`src/hw/rtl/smfa_pkg.sv`:
```
// Shared types and codes for the sign-magnitude 64.64 fixed-point ALU.
`default_nettype none
package smfa_pkg;

   localparam int WholeWidth = 64;
   localparam int FracWidth  = 64;
   localparam int MagWidth   = WholeWidth + FracWidth;
   localparam int TagWidth   = 3;
   localparam int KindWidth  = 3;
   localparam int CmpWidth   = 2;

   typedef enum logic [KindWidth-1:0] {
      KIND_ADD    = 3'd0,
      KIND_SUB    = 3'd1,
      KIND_NEGATE = 3'd2,
      KIND_HALVE  = 3'd3,
      KIND_DOUBLE = 3'd4,
      KIND_CMP    = 3'd5
   } kind_type;

   typedef logic [TagWidth-1:0] tag_type;

   localparam tag_type TAG_POS     = 3'd0;
   localparam tag_type TAG_NEG     = 3'd1;
   localparam tag_type TAG_ERR     = 3'd2;
   localparam tag_type TAG_OVF_POS = 3'd3;
   localparam tag_type TAG_OVF_NEG = 3'd4;
   localparam tag_type TAG_UNF_POS = 3'd5;
   localparam tag_type TAG_UNF_NEG = 3'd6;
   localparam tag_type TAG_BAD     = 3'd7;

   localparam logic signed [CmpWidth-1:0] CMP_LESS    = -2'sd1;
   localparam logic signed [CmpWidth-1:0] CMP_EQUAL   = 2'sd0;
   localparam logic signed [CmpWidth-1:0] CMP_GREATER = 2'sd1;

   typedef struct packed {
      logic [KindWidth-1:0]  kind;
      logic [WholeWidth-1:0] left_whole;
      logic [FracWidth-1:0]  left_frac;
      tag_type               left_tag;
      logic [WholeWidth-1:0] right_whole;
      logic [FracWidth-1:0]  right_frac;
      tag_type               right_tag;
   } operand_type;

   typedef struct packed {
      logic [WholeWidth-1:0]      res_whole;
      logic [FracWidth-1:0]       res_frac;
      tag_type                    res_tag;
      logic signed [CmpWidth-1:0] cmp_result;
   } result_type;

endpackage
`default_nettype wire

```
`src/hw/rtl/smfa_core.sv`:
```
// Combinational datapath: one 128-bit add, subtract, double, halve, negate or compare per item.
`default_nettype none
module smfa_core
   import smfa_pkg::*;
(
   input  operand_type op,
   output result_type  res
);

   logic [MagWidth-1:0] a_mag;
   logic [MagWidth-1:0] b_mag;
   logic                a_neg;
   logic                b_neg;
   logic                left_valid;
   logic                right_valid;
   logic [MagWidth:0]   sum;
   logic [MagWidth:0]   diff_ab;
   logic [MagWidth-1:0] diff_ba;
   logic                a_below_b;
   logic                mag_equal;
   logic [MagWidth-1:0] add_mag;
   tag_type             add_tag;
   logic [MagWidth-1:0] out_mag;
   logic                left_zero;
   logic [MagWidth-1:0] half_mag;
   tag_type             half_tag;

   assign a_mag       = {op.left_whole, op.left_frac};
   assign a_neg       = (op.left_tag == TAG_NEG);
   assign left_valid  = (op.left_tag == TAG_POS) || (op.left_tag == TAG_NEG);
   assign right_valid = (op.right_tag == TAG_POS) || (op.right_tag == TAG_NEG);
   assign left_zero   = (a_mag == '0);

   // Double reuses the adder with the left operand on both sides.
   always_comb begin
      b_mag = {op.right_whole, op.right_frac};
      b_neg = (op.right_tag == TAG_NEG);
      case (kind_type'(op.kind))
         KIND_SUB:    b_neg = !(op.right_tag == TAG_NEG);
         KIND_DOUBLE: begin
            b_mag = a_mag;
            b_neg = a_neg;
         end
         default:     ;
      endcase
   end

   assign sum       = {1'b0, a_mag} + {1'b0, b_mag};
   assign diff_ab   = {1'b0, a_mag} - {1'b0, b_mag};
   assign diff_ba   = b_mag - a_mag;
   assign a_below_b = diff_ab[MagWidth];
   assign mag_equal = (a_mag == b_mag);

   always_comb begin
      if (a_neg == b_neg) begin
         add_mag = sum[MagWidth-1:0];
         if (sum[MagWidth]) begin
            add_tag = a_neg ? TAG_OVF_NEG : TAG_OVF_POS;
         end else begin
            add_tag = a_neg ? TAG_NEG : TAG_POS;
         end
      end else if (mag_equal) begin
         // exact cancellation gives non-negative zero
         add_mag = '0;
         add_tag = TAG_POS;
      end else if (a_below_b) begin
         add_mag = diff_ba;
         add_tag = b_neg ? TAG_NEG : TAG_POS;
      end else begin
         add_mag = diff_ab[MagWidth-1:0];
         add_tag = a_neg ? TAG_NEG : TAG_POS;
      end
   end

   assign half_mag = {1'b0, a_mag[MagWidth-1:1]};

   always_comb begin
      half_tag = (op.left_tag == TAG_BAD) ? TAG_ERR : op.left_tag;
      if (a_mag[0]) begin
         half_tag = a_neg ? TAG_UNF_NEG : TAG_UNF_POS;
      end
   end

   always_comb begin
      out_mag        = '0;
      res.res_tag    = TAG_ERR;
      res.cmp_result = CMP_EQUAL;
      case (kind_type'(op.kind))
         KIND_ADD, KIND_SUB: begin
            if (left_valid && right_valid) begin
               out_mag     = add_mag;
               res.res_tag = add_tag;
            end
         end
         KIND_DOUBLE: begin
            if (left_valid) begin
               out_mag     = add_mag;
               res.res_tag = add_tag;
            end
         end
         KIND_NEGATE: begin
            if (left_valid) begin
               out_mag     = a_mag;
               res.res_tag = op.left_tag;
               if (!left_zero) begin
                  res.res_tag = a_neg ? TAG_POS : TAG_NEG;
               end
            end
         end
         KIND_HALVE: begin
            out_mag     = half_mag;
            res.res_tag = half_tag;
         end
         KIND_CMP: begin
            res.res_tag = TAG_POS;
            if (a_neg && !b_neg) begin
               res.cmp_result = CMP_LESS;
            end else if (!a_neg && b_neg) begin
               res.cmp_result = CMP_GREATER;
            end else if (mag_equal) begin
               res.cmp_result = CMP_EQUAL;
            end else if (a_below_b != a_neg) begin
               res.cmp_result = CMP_LESS;
            end else begin
               res.cmp_result = CMP_GREATER;
            end
         end
         default: ;
      endcase
      res.res_whole = out_mag[MagWidth-1:FracWidth];
      res.res_frac  = out_mag[FracWidth-1:0];
   end

endmodule
`default_nettype wire

```
`src/hw/rtl/sign_magnitude_fixed_point_alu.sv`:
```
// Sign-magnitude 64.64 ALU: input register, single-pass datapath, output register.
// Throughput one item per cycle while the result side does not stall.
// The rate is set by the one 128-bit add/subtract/compare pass between the two registers.
// Ready falls only when both registers hold items and the result side stalls.
// Synchronous active-high reset empties both registers; payload is not reset.
`default_nettype none
module sign_magnitude_fixed_point_alu
   import smfa_pkg::*;
(
   input  wire logic         clock,
   input  wire logic         reset,
   input  wire logic         req_tvalid,
   output logic              req_tready,
   // lowest bit up: left_whole, left_frac, left_tag, right_whole, right_frac,
   // right_tag, 2 zero bits
   input  wire logic [263:0] req_tdata,
   // kind
   input  wire logic [2:0]   req_tuser,
   output logic              rsp_tvalid,
   input  wire logic         rsp_tready,
   // lowest bit up: res_whole, res_frac, res_tag, cmp_result, 3 zero bits
   output logic [135:0]      rsp_tdata
);

   logic        in_valid_ff;
   logic        in_valid_in;
   operand_type in_data_ff;
   logic        out_valid_ff;
   logic        out_valid_in;
   result_type  out_data_ff;
   result_type  core_res;
   logic        out_room;
   logic        in_take;
   logic        out_load;

   assign out_room   = !out_valid_ff || rsp_tready;
   assign req_tready = !in_valid_ff || out_room;
   assign in_take    = req_tvalid && req_tready;
   assign out_load   = in_valid_ff && out_room;

   always_comb begin
      in_valid_in = in_valid_ff;
      if (in_take) begin
         in_valid_in = 1'b1;
      end else if (out_load) begin
         in_valid_in = 1'b0;
      end
      out_valid_in = out_valid_ff;
      if (out_load) begin
         out_valid_in = 1'b1;
      end else if (rsp_tready) begin
         out_valid_in = 1'b0;
      end
   end

   always_ff @(posedge clock) begin
      if (reset) begin
         in_valid_ff  <= 1'b0;
         out_valid_ff <= 1'b0;
      end else begin
         in_valid_ff  <= in_valid_in;
         out_valid_ff <= out_valid_in;
      end
   end

   always_ff @(posedge clock) begin
      if (in_take) begin
         in_data_ff.kind        <= req_tuser;
         in_data_ff.left_whole  <= req_tdata[63:0];
         in_data_ff.left_frac   <= req_tdata[127:64];
         in_data_ff.left_tag    <= req_tdata[130:128];
         in_data_ff.right_whole <= req_tdata[194:131];
         in_data_ff.right_frac  <= req_tdata[258:195];
         in_data_ff.right_tag   <= req_tdata[261:259];
      end
      if (out_load) begin
         out_data_ff <= core_res;
      end
   end

   smfa_core u_core (
      .op  (in_data_ff),
      .res (core_res)
   );

   assign rsp_tvalid = out_valid_ff;
   assign rsp_tdata  = {3'b000, out_data_ff.cmp_result, out_data_ff.res_tag,
                        out_data_ff.res_frac, out_data_ff.res_whole};

`ifndef SYNTH
   a_load_shows: assert property (@(posedge clock) disable iff (reset)
      out_load |=> rsp_tvalid)
      else $error("held item did not reach the output register");

   a_stall_full: assert property (@(posedge clock) disable iff (reset)
      !req_tready |-> (in_valid_ff && out_valid_ff && !rsp_tready))
      else $error("ready dropped with room in the pipeline");

   a_tag_legal: assert property (@(posedge clock) disable iff (reset)
      rsp_tvalid |-> (rsp_tdata[130:128] != TAG_BAD))
      else $error("result carries an unused tag code");

   a_cmp_legal: assert property (@(posedge clock) disable iff (reset)
      rsp_tvalid |-> (rsp_tdata[132:131] != 2'b10))
      else $error("compare outcome out of range");
`endif

endmodule
`default_nettype wire
```
`config.mk`:
```
export PLATFORM = sky130hd
export DESIGN_NAME = sign_magnitude_fixed_point_alu
export DESIGN_NICKNAME = d
export VERILOG_FILES = /design/src/hw/rtl/smfa_pkg.sv /design/src/hw/rtl/smfa_core.sv /design/src/hw/rtl/sign_magnitude_fixed_point_alu.sv
export SDC_FILE = /design/constraint.sdc
export NUM_CORES = 1
export LEC_CHECK = 0
export CELL_PAD_IN_SITES_DETAIL_PLACEMENT = 1
export CELL_PAD_IN_SITES_GLOBAL_PLACEMENT = 2
export CORE_MARGIN = 5
export CORE_UTILIZATION = 34
export DETAILED_ROUTE_END_ITERATION = 8
export DONT_BUFFER_PORTS = 1
export PLACE_DENSITY = 0.76
export SLEW_MARGIN = 20
export SYNTH_ARGS = -nofsm -noshare
export SYNTH_HDL_FRONTEND = slang
export SYNTH_HIERARCHICAL = 1
export SYNTH_SLANG_ARGS = --single-unit
export TNS_END_PERCENT = 20
```
`constraint.sdc`:
```
create_clock -name clock -period 5.7 [get_ports clock]
set_clock_uncertainty 0.1 [all_clocks]
set_input_delay 1.14 -clock clock [delete_from_list [all_inputs] [get_ports clock]]
set_output_delay 1.14 -clock clock [all_outputs]
set_load 0.1 [all_outputs]
```
Word-level counts from Yosys, hierarchy flattened
Index checks and enable logic that the tools add are counted.
{"block": "word_totals", "reg_bits": 400, "inputBits": 271, "out_inout_bits": 138, "wordCells": 81}
{"block": "op_classes", "addsub": 3, "eq_ne": 11, "muxes": 33, "n_reduce_logical": 21}
{"op": "two-way mux 128 bit", "count": 7}
{"op": "case mux 128 bit (4 select lines)", "count": 1}
{"op": "adder 128 x 128 -> 129 bit", "count": 1}
{"op": "subtractor 128 x 128 -> 129 bit", "count": 1}
{"op": "equality test 128 bit", "count": 1}
{"op": "logical NOT 128 bit", "count": 1}
{"op": "subtractor 128 bit", "count": 1}
{"op": "two-way mux 3 bit", "count": 11}
{"op": "case mux 3 bit (5 select lines)", "count": 1}
{"op": "two-way mux 2 bit", "count": 5}
{"op": "equality test 3 x 1 -> 1 bit (second input constant)", "count": 3}
{"op": "equality test 3 bit (second input constant)", "count": 3}
{"op": "logical NOT 3 bit", "count": 3}
{"op": "two-way mux 1 bit", "count": 7}
{"op": "equality test 3 x 2 -> 1 bit (second input constant)", "count": 2}
{"op": "logical AND 1 bit", "count": 5}
{"op": "logical NOT 1 bit", "count": 5}
{"op": "logical OR 1 bit", "count": 4}
{"op": "nonzero test 2 bit", "count": 2}
{"op": "case mux 1 bit (2 select lines)", "count": 1}
{"op": "OR reduction 2 bit", "count": 1}
{"op": "equality test 1 bit", "count": 1}
{"op": "!= test 1 bit", "count": 1}

Longest topological paths before layout
{"block": "logic_depth", "word_depth": 9, "mapped_depth": 25, "mapped_depth_nobuf": 21}

Cells and area by module
Netlist, hierarchy kept.
{"mod": "smfa_core", "instances": 1, "cells_per_inst": 5017, "area_per_inst_um2": 31541.5, "seq_area_each_um2": 0.0}
{"mod": "sign_magnitude_fixed_point_alu", "instances": 1, "cells_per_inst": 412, "area_per_inst_um2": 12081.6, "seq_area_each_um2": 11991.5}

Worst setup path after synthesis
Ideal clock, no wire load.
{"block": "synth_path", "path_kind": "register to register", "from": "register in_data_ff[264] in the netlist's numbering", "to": "register out_data_ff, in the netlist rsp_tdata[129], data pin", "setup_time_ps": 269, "t_arrival_ps": 5133, "required_time_ps": 5331, "path_slack_ps": 198, "path_stages_with_launch": 24, "n_path_buf": 3, "synth_period_minus_slack_ps": 5502, "path_cell_list": "edfxtp_1 clkbuf_1 nor3b_1 clkbuf_1 clkbuf_1 mux2_2 ha_1 fa_1 nor2b_1 o211ai_1 a211oi_1 o31ai_2 a21boi_1 o2111ai_2 a31oi_1 o31a_1 a41o_1 a21oi_1 o41ai_1 ha_1 a21oi_1 nor2_1 o21ai_0 o211ai_1"}
{"item": "start: declaration", "line": "sign_magnitude_fixed_point_alu.sv:27", "text": "operand_type in_data_ff;"}
{"item": "end signal: assignment", "line": "sign_magnitude_fixed_point_alu.sv:77", "text": "out_data_ff <= core_res;"}
{"item": "end: declaration", "line": "sign_magnitude_fixed_point_alu.sv:30", "text": "result_type out_data_ff;"}

==> results.py <==
metrics = {
    "detailed_routing": {
        "first_pass_iters": 8,
        "drt_iter0_drc": 6684,
        "ant_nets": 0,
        "drc": 0,
        "vias": 54900,
        "wl_met3_mm": 32.8,
        "wl_per_cell_um": 33.2,
        "highest_layer": "met5",
        "wl_met1_mm": 133,
        "wirelength_mm": 295,
        "met2_length_mm": 119,
        "vias_per_cell": 6.19,
    },
    "logic_synthesis": {
        "synth.ff_latch_count": 400,
        "ys_top_cells_by_area": "edfxtp_1 (27%), ha_1 (11%), a21oi_1 (8.6%)",
        "ys_seq_area_frac": 0.275,
        "synth-main-ff-cell": "edfxtp_1",
        "synth_cell_types": 115,
        "synth_edf_count": 398,
        "syn_avg_cell_area_um2": 8.04,
        "yosysTopAreaCellShare": 0.274,
        "syn_inst": 5429,
        "yosysMostFrequentCell": "a21oi_1",
        "syn_area_um2": 43600,
        "yosysWarnings": 6,
        "async_flop_share": 0,
        "synth_common_cells": "a21oi_1 (746), nor2_1 (442), o21ai_0 (420)",
        "yosys.area.top_type": "edfxtp_1",
    },
    "cts": {
        "worstSkewPairLatency_ns": 0.65,
        "cts_tree": "yes",
        "cts_max_level": 2,
        "cts.sinks": 400,
        "clockBufferDepth": 3,
        "root_buffer": "clkbuf_16",
        "cts_buffers": 44,
        "cts-hold-fix-buffers": 0,
        "clk_pin_slew_ns": 0.06,
    },
    "sta": {
        "tightest_slew_ns": 1.32,
        "fmax_mhz": 168,
        "maxSlewViolCount": 0,
        "slew_headroom": 0.111,
        "final.setup.tns_ns": -1.64,
        "setup_viol": 33,
        "min_period_ns": 5.96,
        "holdWs_ns": 0.411,
        "grt_setup_unrepaired": "yes",
        "setup_slack_ns": -0.257,
        "post-route-period-util": 1.05,
        "finalHoldViolCount": 0,
    },
    "critical_path": {
        "cpMostUsedCell": "buf_12",
        "start_kind": "register",
        "crit_fanout": 6,
        "critPathSlowestCell": "edfxtp_1",
        "path_buf_inv": 10,
        "worstReg2RegStart": "in_data_ff[262]",
        "critPathKind": "reg2reg",
        "critPathMaxStageDelay_ns": 0.41,
        "arrival_ns": 6.24,
        "crit_family": "compound AO/OA/AOI/OAI gates",
        "required_ns": 5.99,
        "cp-end-kind": "register",
        "startpoint": "in_data_ff[262]",
    },
    "layout": {
        "area_growth_pct": 45.6,
        "final_net_count": 7836,
        "final_area_um2": 63500,
        "drive_above_1_share": 0.358,
    },
    "die": {
        "pin_count": 409,
        "start_util": 0.342,
        "dieHeight_um": 368,
        "die_area_um2": 136000,
        "die_w_um": 368,
        "core_area_um2": 128000,
        "placement_rows": 131,
    },
    "hold_path": {
        "min-delay-start": "in_valid_ff",
        "min_path_type": "reg2reg",
    },
    "placement": {
        "gp_congestion": 1.08,
        "io_buffers": 0,
        "hpwl_mm": 243,
        "dpl_cell_area_um2": 59200,
    },
    "global_route": {
        "grt_pass1_vias": 54100,
        "grt.total_usage": 0.409,
        "grt_start_max_net_pins": 132,
        "grt_overflow_total": 0,
        "antenna_found_initial": 27,
        "grt_pass1_wl_mm": 403,
    },
    "run": {
        "maxCapViolations": 0,
    },
    "power": {
        "power_density_nw_per_um2": 241,
        "ir_worst_vdd_mv": 0.284,
        "total_power_mw": 15.3,
        "leakage_nw": 27.4,
    },
    "run_status": {
        "violations": "negative setup slack",
        "outcome": "finished with violations",
    },
}
==> kinds of logic (layout without fill, tap and decap cells) <==
family	Yosys count	count (layout)	share of synthesized area
other cells	1	12	0.0000860
compound gates	2262	2262	0.333
buf+inv	697	2470	0.0658
mux	162	162	0.0410
flops	400	400	0.275
simple gates	1436	1437	0.156
xor+xnor	76	76	0.0153
fa+ha+maj	395	395	0.114
==> per-stage QoR <==
| stage | utilization | worst slack [ns] | std cells |
|---|---|---|---|
| after global placement | 0.464 | -1.25 | 8713 |
| after detailed placement | 0.464 | -1.25 | 8713 |
| after floorplan | - | 0.198 | 5431 |
| final | 0.498 | -0.257 | 8876 |
| after CTS | 0.485 | -0.106 | 8831 |
| after global routing | 0.498 | -0.379 | 8868 |
==> worst min-delay path: stages (launching register included) <==
cell and delay [ns]:
dfxtp_1 0.34, inv_1 0.07, a21oi_1 0.05
==> final timing paths <==
kind	slack (ns)	cells past startpoint	end
setup / recovery	-0.26	25	rsp_tdata[128]
setup reg to reg	-0.26	25	rsp_tdata[128]
hold reg to reg	0.41	2	rsp_tvalid
hold / removal	0.41	2	rsp_tvalid
==> per-layer routing <==
layer | track usage | vias up
met3 | 0.109 | 391
li1 | - | 23800
met4 | 0.113 | 8
met5 | 0.00178 | -
met2 | 0.586 | 2939
met1 | 0.601 | 27700
==> final cells by class <==
cell class / count / area (µm²)
diodes: 9 / 22.5
clock inverters: 32 / 277
multi-input cells: 4335 / 30700
clock buffers: 49 / 1140
flip-flops and latches: 400 / 12000
fillers: 15300 / 64000
well taps: 1662 / 2080
inverters: 415 / 1560
repair buffers: 1974 / 15800
==> timing repair <==
action / CTS / global route
pin swaps: 30 / 37
setup endpoints to repair: 129 / 107
resized for setup: 185 / 287
gates cloned: 7 / 5
setup buffers: 31 / 31
==> cell usage in the layout, fill, tap and decap left out, drive strengths merged, types with 26 or more instances in the layout <==
master and n:
inv 415, a221oi 48, clkbuf 53, nor4 106
a21oi 751, nor2b 32, clkinv 26, mux2i 30
ha 392, edfxtp 398, nand2b 31, a22oi 114
nor2 445, nand3 74, xnor2 66, o221ai 26
a31oi 42, o21bai 186, nand2 395, buf 1968
o21a 56, mux2 132, o211ai 55, a21boi 43
a21o 118, nor3 108, o31ai 70, o21ai 482
and2 27, a211oi 56, nand4 125
==> where the power goes <==
part	total, mW	switching, mW	leakage (nW)	internal, mW
clock network	2.87	1.24	0.692	1.62
logic	8.46	5.07	22.9	3.38
registers	4.02	0.557	3.85	3.46
total	15.3	6.87	27.4	8.47
==> flip-flops by register name, summed over array words and instances (netlist names) <==
| register | count |
|---|---|
| in_data_ff | 265 |
| rsp_tdata | 133 |
| in_valid_ff | 1 |
| rsp_tvalid | 1 |
Power figures use the tool's default switching activity.
